--- src/hdl/go_to_goal_p_controller_top_defines.svh ---
// ----------------------------------------------------------------------------
// Go-to-goal controller assertion macros
// Shared concurrent assertion forms, clocked on aclk and held off in reset.
// ----------------------------------------------------------------------------
`ifndef GO_TO_GOAL_P_CONTROLLER_TOP_DEFINES_SVH
`define GO_TO_GOAL_P_CONTROLLER_TOP_DEFINES_SVH

// The consequent must hold in the same cycle as the antecedent.
`define GGPC_ASSERT_IMPLIES(label, ante, cons, msg) \
    label: assert property (@(posedge aclk) disable iff (!aresetn) (ante) |-> (cons)) \
        else $error(msg);

// The consequent must hold in the cycle after the antecedent.
`define GGPC_ASSERT_NEXT(label, ante, cons, msg) \
    label: assert property (@(posedge aclk) disable iff (!aresetn) (ante) |=> (cons)) \
        else $error(msg);

`endif

--- src/hdl/ggpc_pkg.sv ---
// ----------------------------------------------------------------------------
// Go-to-goal controller package
// Widths, fixed-point constants, sequencer states, codes and helper functions.
// ----------------------------------------------------------------------------
`timescale 1ns / 1ps

package ggpc_pkg;

    localparam int CORDIC_STEPS_DEF = 16;
    localparam int ATAN_ENTRIES     = 24;
    localparam int ATAN_IDX_W       = 5;

    localparam int POS_W     = 16;
    localparam int HEAD_W    = 15;
    localparam int TOL_W     = 15;
    localparam int GAIN_W    = 12;
    localparam int LIN_W     = 16;
    localparam int ANG_W     = 18;
    localparam int DIFF_W    = 17;
    localparam int CFG_IDX_W = 3;
    localparam int CFG_DATA_W = 16;

    // CORDIC working widths: vector components and Q.28 angle accumulator.
    localparam int WORK_SHIFT = 8;
    localparam int XY_W       = 28;
    localparam int Z_W        = 32;
    localparam int BRG_W      = 16;
    localparam int MULB_W     = 17;
    localparam int PROD_W     = XY_W + MULB_W;
    localparam int DIST_W     = 18;
    localparam int DIST_SHIFT = 16 + WORK_SHIFT;
    localparam int BRG_SHIFT  = 16;
    localparam int ANG_SHIFT  = 9;
    localparam int KINV_Q16   = 39797;

    localparam logic signed [Z_W-1:0] HALF_PI_Q28 = Z_W'(421657429);

    typedef enum logic [2:0] {
        ST_IDLE,
        ST_LOAD,
        ST_ITER,
        ST_DIST,
        ST_GAIN,
        ST_DECIDE,
        ST_EMIT
    } ggpc_state_t;

    typedef enum logic [1:0] {
        STAT_NONE,
        STAT_DRIVE,
        STAT_STOP,
        STAT_REACHED
    } ggpc_status_t;

    typedef enum logic [CFG_IDX_W-1:0] {
        CFG_TOLERANCE,
        CFG_GAIN,
        CFG_X_MIN,
        CFG_X_MAX,
        CFG_Y_MIN,
        CFG_Y_MAX
    } ggpc_cfg_idx_t;

    typedef struct packed {
        logic init;
        logic step;
    } ggpc_cordic_ctrl_t;

    // arctan(2^-i) in Q.28
    function automatic logic signed [Z_W-1:0] atan_q28(input logic [ATAN_IDX_W-1:0] idx);
        case (idx)
            5'd0:    atan_q28 = Z_W'(210828714);
            5'd1:    atan_q28 = Z_W'(124459457);
            5'd2:    atan_q28 = Z_W'(65760959);
            5'd3:    atan_q28 = Z_W'(33381290);
            5'd4:    atan_q28 = Z_W'(16755422);
            5'd5:    atan_q28 = Z_W'(8385879);
            5'd6:    atan_q28 = Z_W'(4193963);
            5'd7:    atan_q28 = Z_W'(2097109);
            5'd8:    atan_q28 = Z_W'(1048571);
            5'd9:    atan_q28 = Z_W'(524287);
            5'd10:   atan_q28 = Z_W'(262144);
            5'd11:   atan_q28 = Z_W'(131072);
            5'd12:   atan_q28 = Z_W'(65536);
            5'd13:   atan_q28 = Z_W'(32768);
            5'd14:   atan_q28 = Z_W'(16384);
            5'd15:   atan_q28 = Z_W'(8192);
            5'd16:   atan_q28 = Z_W'(4096);
            5'd17:   atan_q28 = Z_W'(2048);
            5'd18:   atan_q28 = Z_W'(1024);
            5'd19:   atan_q28 = Z_W'(512);
            5'd20:   atan_q28 = Z_W'(256);
            5'd21:   atan_q28 = Z_W'(128);
            5'd22:   atan_q28 = Z_W'(64);
            5'd23:   atan_q28 = Z_W'(32);
            default: atan_q28 = '0;
        endcase
    endfunction

    // Lower bound first, then upper, so the upper bound wins on an inverted box.
    function automatic logic signed [POS_W-1:0] clamp_axis(
        input logic signed [POS_W-1:0] v,
        input logic signed [POS_W-1:0] lo,
        input logic signed [POS_W-1:0] hi
    );
        logic signed [POS_W-1:0] r;
        r = v;
        if (r <= lo) r = lo;
        if (r >= hi) r = hi;
        return r;
    endfunction

endpackage

--- src/hdl/ggpc_cordic.sv ---
// ----------------------------------------------------------------------------
// Go-to-goal controller vectoring CORDIC
// One shift-add rotation per cycle; gives the scaled magnitude and the angle.
// ----------------------------------------------------------------------------
`timescale 1ns / 1ps

module ggpc_cordic
    import ggpc_pkg::*;
#(
    parameter int CORDIC_STEPS = CORDIC_STEPS_DEF,
    localparam int ITW = $clog2(CORDIC_STEPS)
) (
    input  logic                     aclk,
    input  ggpc_cordic_ctrl_t        ctrl,
    input  logic [ITW-1:0]           step_idx,
    input  logic signed [DIFF_W-1:0] dx,
    input  logic signed [DIFF_W-1:0] dy,
    output logic signed [XY_W-1:0]   x_out,
    output logic signed [Z_W-1:0]    z_out
);

    logic signed [XY_W-1:0] x_reg, x_next;
    logic signed [XY_W-1:0] y_reg, y_next;
    logic signed [Z_W-1:0]  z_reg, z_next;
    logic signed [XY_W-1:0] dx_w, dy_w, xs, ys;
    logic signed [Z_W-1:0]  atan_v;

    always_comb begin
        dx_w   = XY_W'(dx) <<< WORK_SHIFT;
        dy_w   = XY_W'(dy) <<< WORK_SHIFT;
        xs     = x_reg >>> step_idx;
        ys     = y_reg >>> step_idx;
        atan_v = atan_q28(ATAN_IDX_W'(step_idx));
        x_next = x_reg;
        y_next = y_reg;
        z_next = z_reg;
        if (ctrl.init) begin
            // Vectors in the left half-plane are first turned by a quarter turn.
            if (dx_w < 0) begin
                if (dy_w >= 0) begin
                    x_next = dy_w;
                    y_next = -dx_w;
                    z_next = HALF_PI_Q28;
                end else begin
                    x_next = -dy_w;
                    y_next = dx_w;
                    z_next = -HALF_PI_Q28;
                end
            end else begin
                x_next = dx_w;
                y_next = dy_w;
                z_next = '0;
            end
        end else if (ctrl.step) begin
            if (y_reg > 0) begin
                x_next = x_reg + ys;
                y_next = y_reg - xs;
                z_next = z_reg + atan_v;
            end else begin
                x_next = x_reg - ys;
                y_next = y_reg + xs;
                z_next = z_reg - atan_v;
            end
        end
    end

    always_ff @(posedge aclk) begin
        x_reg <= x_next;
        y_reg <= y_next;
        z_reg <= z_next;
    end

    assign x_out = x_reg;
    assign z_out = z_reg;

endmodule

--- src/hdl/go_to_goal_p_controller_top.sv ---
// ----------------------------------------------------------------------------
// Go-to-goal proportional controller, top level
// Destination items and idle pose items pass from load straight to emit.
// Running pose items pass through the CORDIC (one rotation per cycle), distance, gain and decide
// steps, with one multiplier shared by distance and gain; a new item is taken only after emit.
// Synchronous active-low reset restores register defaults and clears goal and run flag.
// ----------------------------------------------------------------------------
`timescale 1ns / 1ps
`include "go_to_goal_p_controller_top_defines.svh"

module go_to_goal_p_controller_top
    import ggpc_pkg::*;
#(
    parameter int CORDIC_STEPS = CORDIC_STEPS_DEF
) (
    input  logic                  aclk,
    input  logic                  aresetn,
    // Configuration write channel
    input  logic                  cfg_valid,
    output logic                  cfg_ready,
    input  logic [CFG_IDX_W-1:0]  cfg_index,
    input  logic [CFG_DATA_W-1:0] cfg_data,
    // Input items
    input  logic                  s_tvalid,
    output logic                  s_tready,
    // pos_x[15:0], pos_y[31:16], heading[46:32], dest_x[62:47], dest_y[78:63],
    // dest_move[79]
    input  logic [79:0]           s_tdata,
    // mode[0]
    input  logic                  s_tuser,
    // Result items
    output logic                  m_tvalid,
    input  logic                  m_tready,
    // linear_speed[15:0], angular_speed[33:16], zero[39:34]
    output logic [39:0]           m_tdata,
    // status[1:0]
    output logic [1:0]            m_tuser
);

    localparam int ITW = $clog2(CORDIC_STEPS);
    localparam logic [ITW-1:0] ITER_LAST = ITW'(CORDIC_STEPS - 1);
    localparam logic signed [PROD_W-1:0] ANG_HI = PROD_W'(131071);
    localparam logic signed [PROD_W-1:0] ANG_LO = PROD_W'(-131072);
    localparam logic signed [PROD_W-1:0] DIST_HALF = PROD_W'(1) <<< (DIST_SHIFT - 1);

    ggpc_state_t state_reg, state_next;
    logic [ITW-1:0] iter_reg, iter_next;

    logic [TOL_W-1:0]        tol_reg;
    logic [GAIN_W-1:0]       gain_reg;
    logic signed [POS_W-1:0] xmin_reg, xmax_reg, ymin_reg, ymax_reg;

    logic signed [POS_W-1:0] target_x_reg, target_x_next;
    logic signed [POS_W-1:0] target_y_reg, target_y_next;
    logic                    running_reg, running_next;

    logic                     mode_reg;
    logic signed [POS_W-1:0]  pos_x_reg, pos_y_reg, dest_x_reg, dest_y_reg;
    logic signed [HEAD_W-1:0] heading_reg;
    logic                     dest_move_reg;

    logic signed [PROD_W-1:0] prod_reg, prod_next;
    logic signed [BRG_W-1:0]  bearing_reg, bearing_next;
    logic [DIST_W-1:0]        dist_reg, dist_next;

    ggpc_status_t            res_status_reg, res_status_next;
    logic [LIN_W-1:0]        res_lin_reg, res_lin_next;
    logic signed [ANG_W-1:0] res_ang_reg, res_ang_next;

    logic                    m_tvalid_reg;
    ggpc_status_t            m_status_reg;
    logic [LIN_W-1:0]        m_lin_reg;
    logic signed [ANG_W-1:0] m_ang_reg;

    ggpc_cordic_ctrl_t        cordic_ctrl;
    logic                     emit_fire;
    logic signed [DIFF_W-1:0] dx, dy, diff;
    logic signed [XY_W-1:0]   cordic_x, mul_a;
    logic signed [Z_W-1:0]    cordic_z, z_adj, z_sum;
    logic signed [MULB_W-1:0] mul_b;
    logic signed [PROD_W-1:0] ang_adj, ang_full, dist_sum;

    // ------------------------------------------------------------------
    // Sequencer
    // ------------------------------------------------------------------
    always_comb begin
        state_next = state_reg;
        case (state_reg)
            ST_IDLE:   if (s_tvalid) state_next = ST_LOAD;
            ST_LOAD:   state_next = (!mode_reg && running_reg) ? ST_ITER : ST_EMIT;
            ST_ITER:   if (iter_reg == ITER_LAST) state_next = ST_DIST;
            ST_DIST:   state_next = ST_GAIN;
            ST_GAIN:   state_next = ST_DECIDE;
            ST_DECIDE: state_next = ST_EMIT;
            ST_EMIT:   if (emit_fire) state_next = ST_IDLE;
            default:   state_next = ST_IDLE;
        endcase
    end

    always_comb begin
        s_tready         = (state_reg == ST_IDLE);
        cordic_ctrl.init = (state_reg == ST_LOAD) && !mode_reg && running_reg;
        cordic_ctrl.step = (state_reg == ST_ITER);
        emit_fire        = (state_reg == ST_EMIT) && (!m_tvalid_reg || m_tready);
        iter_next        = (state_reg == ST_ITER) ? iter_reg + ITW'(1) : '0;
    end

    // ------------------------------------------------------------------
    // CORDIC and the shared multiplier
    // ------------------------------------------------------------------
    assign dx = DIFF_W'(target_x_reg) - DIFF_W'(pos_x_reg);
    assign dy = DIFF_W'(target_y_reg) - DIFF_W'(pos_y_reg);

    ggpc_cordic #(
        .CORDIC_STEPS(CORDIC_STEPS)
    ) u_cordic (
        .aclk    (aclk),
        .ctrl    (cordic_ctrl),
        .step_idx(iter_reg),
        .dx      (dx),
        .dy      (dy),
        .x_out   (cordic_x),
        .z_out   (cordic_z)
    );

    always_comb begin
        diff = DIFF_W'(bearing_reg) - DIFF_W'(heading_reg);
        if (state_reg == ST_GAIN) begin
            mul_a = XY_W'(diff);
            mul_b = $signed({{(MULB_W - GAIN_W){1'b0}}, gain_reg});
        end else begin
            mul_a = cordic_x;
            mul_b = MULB_W'(KINV_Q16);
        end
        prod_next = PROD_W'(mul_a) * PROD_W'(mul_b);

        // Round to nearest, ties away from zero.
        z_adj        = cordic_z[Z_W-1] ? Z_W'((1 <<< (BRG_SHIFT - 1)) - 1)
                                       : Z_W'(1 <<< (BRG_SHIFT - 1));
        z_sum        = cordic_z + z_adj;
        bearing_next = BRG_W'(z_sum >>> BRG_SHIFT);

        // The magnitude is never negative, so plain half-up rounding applies.
        dist_sum  = prod_reg + DIST_HALF;
        dist_next = dist_sum[DIST_SHIFT +: DIST_W];

        ang_adj  = prod_reg[PROD_W-1] ? PROD_W'((1 <<< (ANG_SHIFT - 1)) - 1)
                                      : PROD_W'(1 <<< (ANG_SHIFT - 1));
        ang_full = (prod_reg + ang_adj) >>> ANG_SHIFT;
    end

    // ------------------------------------------------------------------
    // Goal, run flag and pending result
    // ------------------------------------------------------------------
    always_comb begin
        target_x_next   = target_x_reg;
        target_y_next   = target_y_reg;
        running_next    = running_reg;
        res_status_next = res_status_reg;
        res_lin_next    = res_lin_reg;
        res_ang_next    = res_ang_reg;
        case (state_reg)
            ST_LOAD: begin
                res_status_next = STAT_NONE;
                res_lin_next    = '0;
                res_ang_next    = '0;
                if (mode_reg) begin
                    target_x_next = clamp_axis(dest_x_reg, xmin_reg, xmax_reg);
                    target_y_next = clamp_axis(dest_y_reg, ymin_reg, ymax_reg);
                    running_next  = dest_move_reg;
                end else if (!running_reg) begin
                    // Idle pose on or beyond an edge: stop and aim at that edge.
                    if (pos_x_reg <= xmin_reg || pos_x_reg >= xmax_reg ||
                        pos_y_reg <= ymin_reg || pos_y_reg >= ymax_reg) begin
                        res_status_next = STAT_STOP;
                        running_next    = 1'b1;
                        if (pos_x_reg <= xmin_reg) target_x_next = xmin_reg;
                        else if (pos_x_reg >= xmax_reg) target_x_next = xmax_reg;
                        if (pos_y_reg <= ymin_reg) target_y_next = ymin_reg;
                        else if (pos_y_reg >= ymax_reg) target_y_next = ymax_reg;
                    end
                end
            end
            ST_DECIDE: begin
                if (dist_reg > DIST_W'(tol_reg)) begin
                    res_status_next = STAT_DRIVE;
                    res_lin_next    = (dist_reg > DIST_W'(16'hFFFF)) ? 16'hFFFF
                                                                    : dist_reg[LIN_W-1:0];
                    if (ang_full > ANG_HI) res_ang_next = ANG_HI[ANG_W-1:0];
                    else if (ang_full < ANG_LO) res_ang_next = ANG_LO[ANG_W-1:0];
                    else res_ang_next = ang_full[ANG_W-1:0];
                    target_x_next = clamp_axis(target_x_reg, xmin_reg, xmax_reg);
                    target_y_next = clamp_axis(target_y_reg, ymin_reg, ymax_reg);
                end else begin
                    res_status_next = STAT_REACHED;
                    res_lin_next    = '0;
                    res_ang_next    = '0;
                    running_next    = 1'b0;
                end
            end
            default: ;
        endcase
    end

    // ------------------------------------------------------------------
    // Registers
    // ------------------------------------------------------------------
    always_ff @(posedge aclk) begin
        if (!aresetn) begin
            state_reg    <= ST_IDLE;
            iter_reg     <= '0;
            tol_reg      <= TOL_W'(205);
            gain_reg     <= GAIN_W'(1280);
            xmin_reg     <= POS_W'(2048);
            xmax_reg     <= POS_W'(20480);
            ymin_reg     <= POS_W'(2048);
            ymax_reg     <= POS_W'(20480);
            target_x_reg <= '0;
            target_y_reg <= '0;
            running_reg  <= 1'b0;
            m_tvalid_reg <= 1'b0;
        end else begin
            state_reg    <= state_next;
            iter_reg     <= iter_next;
            target_x_reg <= target_x_next;
            target_y_reg <= target_y_next;
            running_reg  <= running_next;
            if (cfg_valid) begin
                case (cfg_index)
                    CFG_TOLERANCE: tol_reg  <= cfg_data[TOL_W-1:0];
                    CFG_GAIN:      gain_reg <= cfg_data[GAIN_W-1:0];
                    CFG_X_MIN:     xmin_reg <= cfg_data;
                    CFG_X_MAX:     xmax_reg <= cfg_data;
                    CFG_Y_MIN:     ymin_reg <= cfg_data;
                    CFG_Y_MAX:     ymax_reg <= cfg_data;
                    default: ;
                endcase
            end
            if (emit_fire) m_tvalid_reg <= 1'b1;
            else if (m_tready) m_tvalid_reg <= 1'b0;
        end
    end

    always_ff @(posedge aclk) begin
        if (s_tvalid && s_tready) begin
            mode_reg      <= s_tuser;
            pos_x_reg     <= s_tdata[15:0];
            pos_y_reg     <= s_tdata[31:16];
            heading_reg   <= s_tdata[46:32];
            dest_x_reg    <= s_tdata[62:47];
            dest_y_reg    <= s_tdata[78:63];
            dest_move_reg <= s_tdata[79];
        end
        if (state_reg == ST_DIST || state_reg == ST_GAIN) prod_reg <= prod_next;
        if (state_reg == ST_DIST) bearing_reg <= bearing_next;
        if (state_reg == ST_GAIN) dist_reg <= dist_next;
        res_status_reg <= res_status_next;
        res_lin_reg    <= res_lin_next;
        res_ang_reg    <= res_ang_next;
        if (emit_fire) begin
            m_status_reg <= res_status_reg;
            m_lin_reg    <= res_lin_reg;
            m_ang_reg    <= res_ang_reg;
        end
    end

    assign cfg_ready = 1'b1;
    assign m_tvalid  = m_tvalid_reg;
    assign m_tuser   = m_status_reg;
    assign m_tdata   = {6'b0, m_ang_reg, m_lin_reg};

    // ------------------------------------------------------------------
    // Assertions
    // ------------------------------------------------------------------
    `GGPC_ASSERT_IMPLIES(a_emit_source, $rose(m_tvalid_reg), $past(state_reg) == ST_EMIT,
        "result item raised outside the emit step")
    `GGPC_ASSERT_IMPLIES(a_zero_speeds, m_tvalid_reg && m_status_reg != STAT_DRIVE,
        m_lin_reg == '0 && m_ang_reg == '0, "non-drive result carries a speed")
    `GGPC_ASSERT_IMPLIES(a_run_clear, $fell(running_reg),
        $past(state_reg) == ST_DECIDE || $past(state_reg) == ST_LOAD,
        "run flag cleared outside arrival or destination handling")
    `GGPC_ASSERT_NEXT(a_dest_none, emit_fire && mode_reg, m_status_reg == STAT_NONE,
        "destination item produced a command")

endmodule

--- config.mk ---
export PLATFORM = sky130hd
export DESIGN_NAME = go_to_goal_p_controller_top
export DESIGN_NICKNAME = d
export VERILOG_FILES = /design/src/hdl/ggpc_pkg.sv /design/src/hdl/ggpc_cordic.sv /design/src/hdl/go_to_goal_p_controller_top.sv
export VERILOG_INCLUDE_DIRS = /design/src /design/src/hdl
export SDC_FILE = /design/constraint.sdc
export NUM_CORES = 2
export LEC_CHECK = 0
export BUFFER_PORTS_ARGS = -buffer_cell sky130_fd_sc_hd__buf_4
export CORE_ASPECT_RATIO = 0.9
export CORE_MARGIN = 3
export CORE_UTILIZATION = 60
export CTS_BUF_LIST = sky130_fd_sc_hd__clkbuf_8
export DETAILED_ROUTE_END_ITERATION = 10
export PLACE_DENSITY = 0.87
export SLEW_MARGIN = 20
export SYNTH_ARGS = -nofsm -noshare
export SYNTH_HDL_FRONTEND = slang
export SYNTH_SLANG_ARGS = --single-unit
export TNS_END_PERCENT = 5
--- constraint.sdc ---
create_clock -name aclk -period 20.5 [get_ports aclk]
set_clock_uncertainty 0.15 [all_clocks]
set_input_delay 2.05 -clock aclk [delete_from_list [all_inputs] [get_ports aclk]]
set_output_delay 2.05 -clock aclk [all_outputs]
set_load 0.02 [all_outputs]
After elaboration in Yosys (flattened, before gate mapping)
Memories as Yosys holds them, arrays and structs flattened. A register that Yosys moved wholly into a read port is not among the register bits.
Cells that the tools add are included.
Widths: inputs -> output; s select.
Word-level totals
  flip-flop bits (word level): 452
  bits in read-only memories: 448
  bits of input ports: 105
  output and inout port bits: 45
  logic and storage cells: 192
  memories kept: 1
Operators by class
  $add $sub $neg: 15
  multiply operators: 1
  magnitude comparators: 19
  eq/ne operators: 21
  shifts and indexed selects: 2
  mux-type cells: 74
  reduce and logical (&&, ||, !) cells: 28
Memories
  (name not given): depth 16, bits a word 28, read ports 1, clocked after memory_dff 1, write ports 0, RTL line ggpc_pkg.sv:71  | case (idx)
Operators by type and width (number)
  $mux 16: 32
  $mux 28: 11
  $mux 32: 5
  $ge 16x16->1: 6
  $le 16x16->1: 6
  $pmux 16 s2: 3
  $add 28x28->28: 2
  $neg 25->28: 2
  $sshr 28x4->28: 2
  $sub 28x28->28: 2
  $mux 18: 3
  $add 45x10->45: 1
  $mul 28x17->45: 1
  $add 42x25->42 const B: 1
  $gt 36x18->1 const B: 1
  $lt 36x18->1 const B: 1
  $pmux 18 s2: 1
  $sub 16x16->17: 2
  $add 32x17->32: 1
  $add 32x32->32: 1
  $sub 32x32->32: 1
  $gt 28x1->1 const B: 1
  $ge 25x1->1 const B: 1
  $lt 25x1->1 const B: 1
  other kinds (29): 72

Depth between registers and ports, before layout
  depth after elaboration: 8
  depth in mapped cells: 36
  gate-level depth less buffers: 36

Modules after synthesis
A second synthesis with hierarchy kept.
Second synthesis, totals
  cells, all modules: 5639
  area total of the unflattened synthesis: 51106.5 µm²
By module, submodules not included
  go_to_goal_p_controller_top: times used 1, cells each 4078, area an instance 37454.7 µm², seq. area each 9609.2 µm²
  ggpc_cordic: times used 1, cells each 1561, area an instance 13651.8 µm², seq. area each 2642.5 µm²

Worst setup path after synthesis
Ideal clock, no wire load.
  path type: register to register
  from: register bearing_reg[0]
  to: register prod_reg[41], data pin
  setup time: 0.258 ns
  arrival: 7.903 ns
  required time: 20.092 ns
  path slack: 12.189 ns
  cell stages (with the launch flop): 35
  buffers on the path: 0
  clock period less this slack: 8.311 ns
  path through: edfxtp_1 -> inv_1 -> ha_1 -> inv_1 -> fa_1 -> a21o_1 -> a21oi_1 -> o211a_1 -> o31ai_1 -> a31o_2 -> a21o_1 -> a21oi_1 -> xnor2_1 -> a21o_1 -> nand2_1 -> fa_1 -> fa_1 -> fa_1 -> inv_1 -> fa_1 -> fa_1 -> inv_1 -> fa_1 -> inv_1 -> ha_1 -> o21a_1 -> o21ai_0 -> a21o_1 -> a31oi_1 -> a211oi_1 -> nor3b_1 -> nand2_1 -> a211o_1 -> a31oi_1 -> xnor2_1
On the way
  word-level cells in the longest chain between the ends: 3
Ends and longest elaborated chain
  start: declaration: RTL line go_to_goal_p_controller_top.sv:63  | logic signed [BRG_W-1:0] bearing_reg, bearing_next;
  start signal: assignment: RTL line go_to_goal_p_controller_top.sv:255  | if (state_reg == ST_DIST) bearing_reg <= bearing_next;
  $sub 16x15->17: RTL line go_to_goal_p_controller_top.sv:127  | diff = DIFF_W'(bearing_reg) - DIFF_W'(heading_reg);
  $mux 28: RTL line go_to_goal_p_controller_top.sv:128  | if (state_reg == ST_GAIN) begin
  $mul 28x17->45: RTL line go_to_goal_p_controller_top.sv:135  | prod_next = PROD_W'(mul_a) * PROD_W'(mul_b);
  net prod_next[41]: RTL line go_to_goal_p_controller_top.sv:62  | logic signed [PROD_W-1:0] prod_reg, prod_next;
  end signal: assignment: RTL line go_to_goal_p_controller_top.sv:254  | if (state_reg == ST_DIST || state_reg == ST_GAIN) prod_reg <= prod_next;
  end: declaration: RTL line go_to_goal_p_controller_top.sv:62
The timed path passes the listed nets, and every way through them passes these cells.
A chain may end at the register's enable or synchronous reset.

Worst setup path after layout
  from: register state_reg[2]
  to: register prod_reg[44], data pin
On the way
  word-level cells in the longest chain between the ends: 3
  elaborated cells between the ends (all ways): 4
  those cells by class: mul: 1; eq/ne: 1; mux: 2
Ends and longest elaborated chain
  start: declaration: RTL line go_to_goal_p_controller_top.sv:46  | ggpc_state_t state_reg, state_next;
  start signal: assignment: RTL line go_to_goal_p_controller_top.sv:223  | state_reg <= state_next;
  $eq 3x3->1 *: RTL line go_to_goal_p_controller_top.sv:128
  $mux 28 / $mux 16 (equally long branches): RTL line go_to_goal_p_controller_top.sv:128
  $mul 28x17->45 *: RTL line go_to_goal_p_controller_top.sv:135
  net prod_next[44]: RTL line go_to_goal_p_controller_top.sv:62
Mark *: on every way through the listed nets, which the timed path passes. The rest lies on a longest branch.

==> flow_summary.ini <==
[sta]
maxSlewHeadroom = 0.199
slew_viol_final = 0
min_period_ns = 10.22
timing.final.hold_violations = 0
setup_tns_ns = 0
fmax_mhz = 97.8
setup_viol = 0
fin_crit_sh = 0.499
worst_pin_slew_ns = 1.19
rsz0062_at_grt = no

[critical_path]
crit_path_end = prod_reg[44]
cp.arrival_ns = 10.55
reg2reg_depth = 30
crit_path_top_delay_cell = dfxtp_1
startpoint_type = flip-flop
reg2reg_slack_ns = 10.28
path_max_fanout = 63
max_stage_delay_ns = 0.72
path_class = reg2reg
cp.required_ns = 20.83
r2r_start = state_reg[2]
startpoint = state_reg[2]
reg2reg_to = prod_reg[44]
cp-end-kind = flip-flop

[finish]
fillerInstances = 6623
final_cell_mix = 755 x inv_1, 561 x nand2_1, 514 x ha_1, 378 x fa_1, 365 x a21oi_1
largest_register_ffs = 45
multi_input_area_mm2 = 0.0348
register_area_mm2 = 0.0128
syn_to_final_growth_pct = 7.74
drive_gt1_frac = 0.0894
num-nets-final = 6686
layout_commonest_cell = inv_1

[cts]
post_cts_resized = 0
root_buffer = clkbuf_8
numCtsBuffers = 84
post_cts_buffers = 0
tritoncts = built
htree_num_levels = 3
hold_buffers = 0
cts_num_sinks = 479
clk_latency_ns = 0.76
clk_pin_slew_ns = 0.07
clockBufferDepth = 3

[route]
route.detailed.drc = 0
routed_wl_um = 149000
antenna_left = 0
initialDrtViolationCount = 5062
wl_per_cell_um = 21.6
dr.pass1.iters = 9
dr_total_vias = 43480
vias_per_cell = 6.32

[global_route]
grt_pass1_wl_um = 232000
grt_pass1_vias = 42050
grt_max_degree = 71
grtUsageTotal = 0.332
antenna_found_initial = 7
grt_remaining_overflow = 0

[yosys]
yosysTopAreaCell = edfxtp_1
syn_inst = 5614
synth_area_mm2 = 0.0511
yosysWarnings = 0
synth-edff-count = 320
yosys.area.top_type_share = 0.188
syn_avg_cell_area_um2 = 9.10
synthDistinctLibCells = 92
synth.yosys.seq_area_share = 0.250
ys_ff_latch = 479
synth-main-ff-cell = edfxtp_1
synth.top_cells.by_area = edfxtp_1 19%, fa_1 15%, ha_1 13%
async_flop_share = 0

[hold_path]
holdCritStartpoint = res_lin_reg[12]
hp-class = reg2reg

[floorplanning]
core_area_mm2 = 0.0836
die-area_mm2 = 0.0887
pin_count = 150
die_w_um = 314
start_util = 0.612
die_h_um = 283
rows = 100

[run]
drv_cap = 0

[place]
dp_hpwl_um = 116000
portBuffers = 142
place_congestion = 1.03

[run_status]
run_status = completed
-- synth_stat cells, types with 19 or more instances --
cell type	instances
o31ai_1	29
and3_1	44
dfxtp_1	159
mux4_2	50
o21a_1	80
nor3_1	90
o211ai_1	41
and2_1	94
nand4_1	66
a211oi_1	55
or2_2	46
o21bai_1	25
nor2_1	366
nand3_1	94
clkbuf_1	169
a21oi_1	365
o21ai_0	284
ha_1	514
nor2b_1	45
xor2_1	128
o22ai_1	26
mux2_2	59
xnor2_1	179
mux2i_1	49
fa_1	378
nand2b_1	41
inv_1	733
edfxtp_1	320
nand2_1	561
a31oi_1	52
nor4_1	19
or3_1	29
a21o_1	134
-- logic make-up (layout without fill, tap and decap cells) --
kind of cell / after synthesis / in the layout / share of synthesized area
DFF: 479 / 479 / 0.250
muxes: 172 / 172 / 0.0518
adders and majority gates: 892 / 892 / 0.274
buffers and inverters: 942 / 1082 / 0.0705
AOI/OAI and AO/OA: 1268 / 1268 / 0.158
xor gates and xnor gates: 308 / 308 / 0.0530
and+or+nand+nor: 1551 / 1551 / 0.143
other: 2 / 11 / 0.000147
-- stage by stage --
stage / util / setup slack, ns / std cells / hold slack (ns) / cell area, µm²
2_1_floorplan: - / 12.19 / 5619 / 0.250 / 51100
3_3_place_gp: 0.636 / 10.80 / 6724 / 0.252 / 53200
3_5_place_dp: 0.636 / 10.47 / 6724 / 0.255 / 53200
4_1_cts: 0.658 / 10.43 / 6880 / 0.255 / 55000
5_1_grt: 0.659 / 9.70 / 6883 / 0.262 / 55100
6_report: 0.659 / 10.28 / 6885 / 0.260 / 55100
-- critical path, delay by kind of cell (launching register included) --
family | cells | cell delay [ns]
adders and majority gates | 7 | 3.37
AOI/OAI and AO/OA | 8 | 1.79
buffers and inverters | 10 | 2.11
and+or+nand+nor | 4 | 1.42
DFF | 1 | 0.72
xor gates and xnor gates | 1 | 0.33
-- metal layers --
metal	track usage	vias up	part of all wire
li1	-	19697	-
met3	0.0884	504	0.12
met4	0.149	8	0.051
met5	0.00687	-	0.00087
met2	0.501	2630	0.43
met1	0.449	20641	0.40
-- final cells by class --
class                   instances  area share
flip-flops and latches        479       0.232
well taps                    1122      0.0255
diodes                          4    0.000182
multi-input cells            4198       0.632
clock buffers                  95      0.0237
clock inverters                61     0.00970
repair buffers                187      0.0257
inverters                     739      0.0504
-- worst min path at each step --
stage | endpoint | cells after the start
finish | m_lin_reg[12] | 0
CTS | m_lin_reg[12] | 0
global placement | m_ang_reg[0] | 0
floorplan | m_ang_reg[0] | 0
global route | m_ang_reg[8] | 0
detailed placement | m_ang_reg[16] | 0
Power is not shown: default switching activity piles up to over one toggle a cycle in this logic, so the estimate is an artifact.
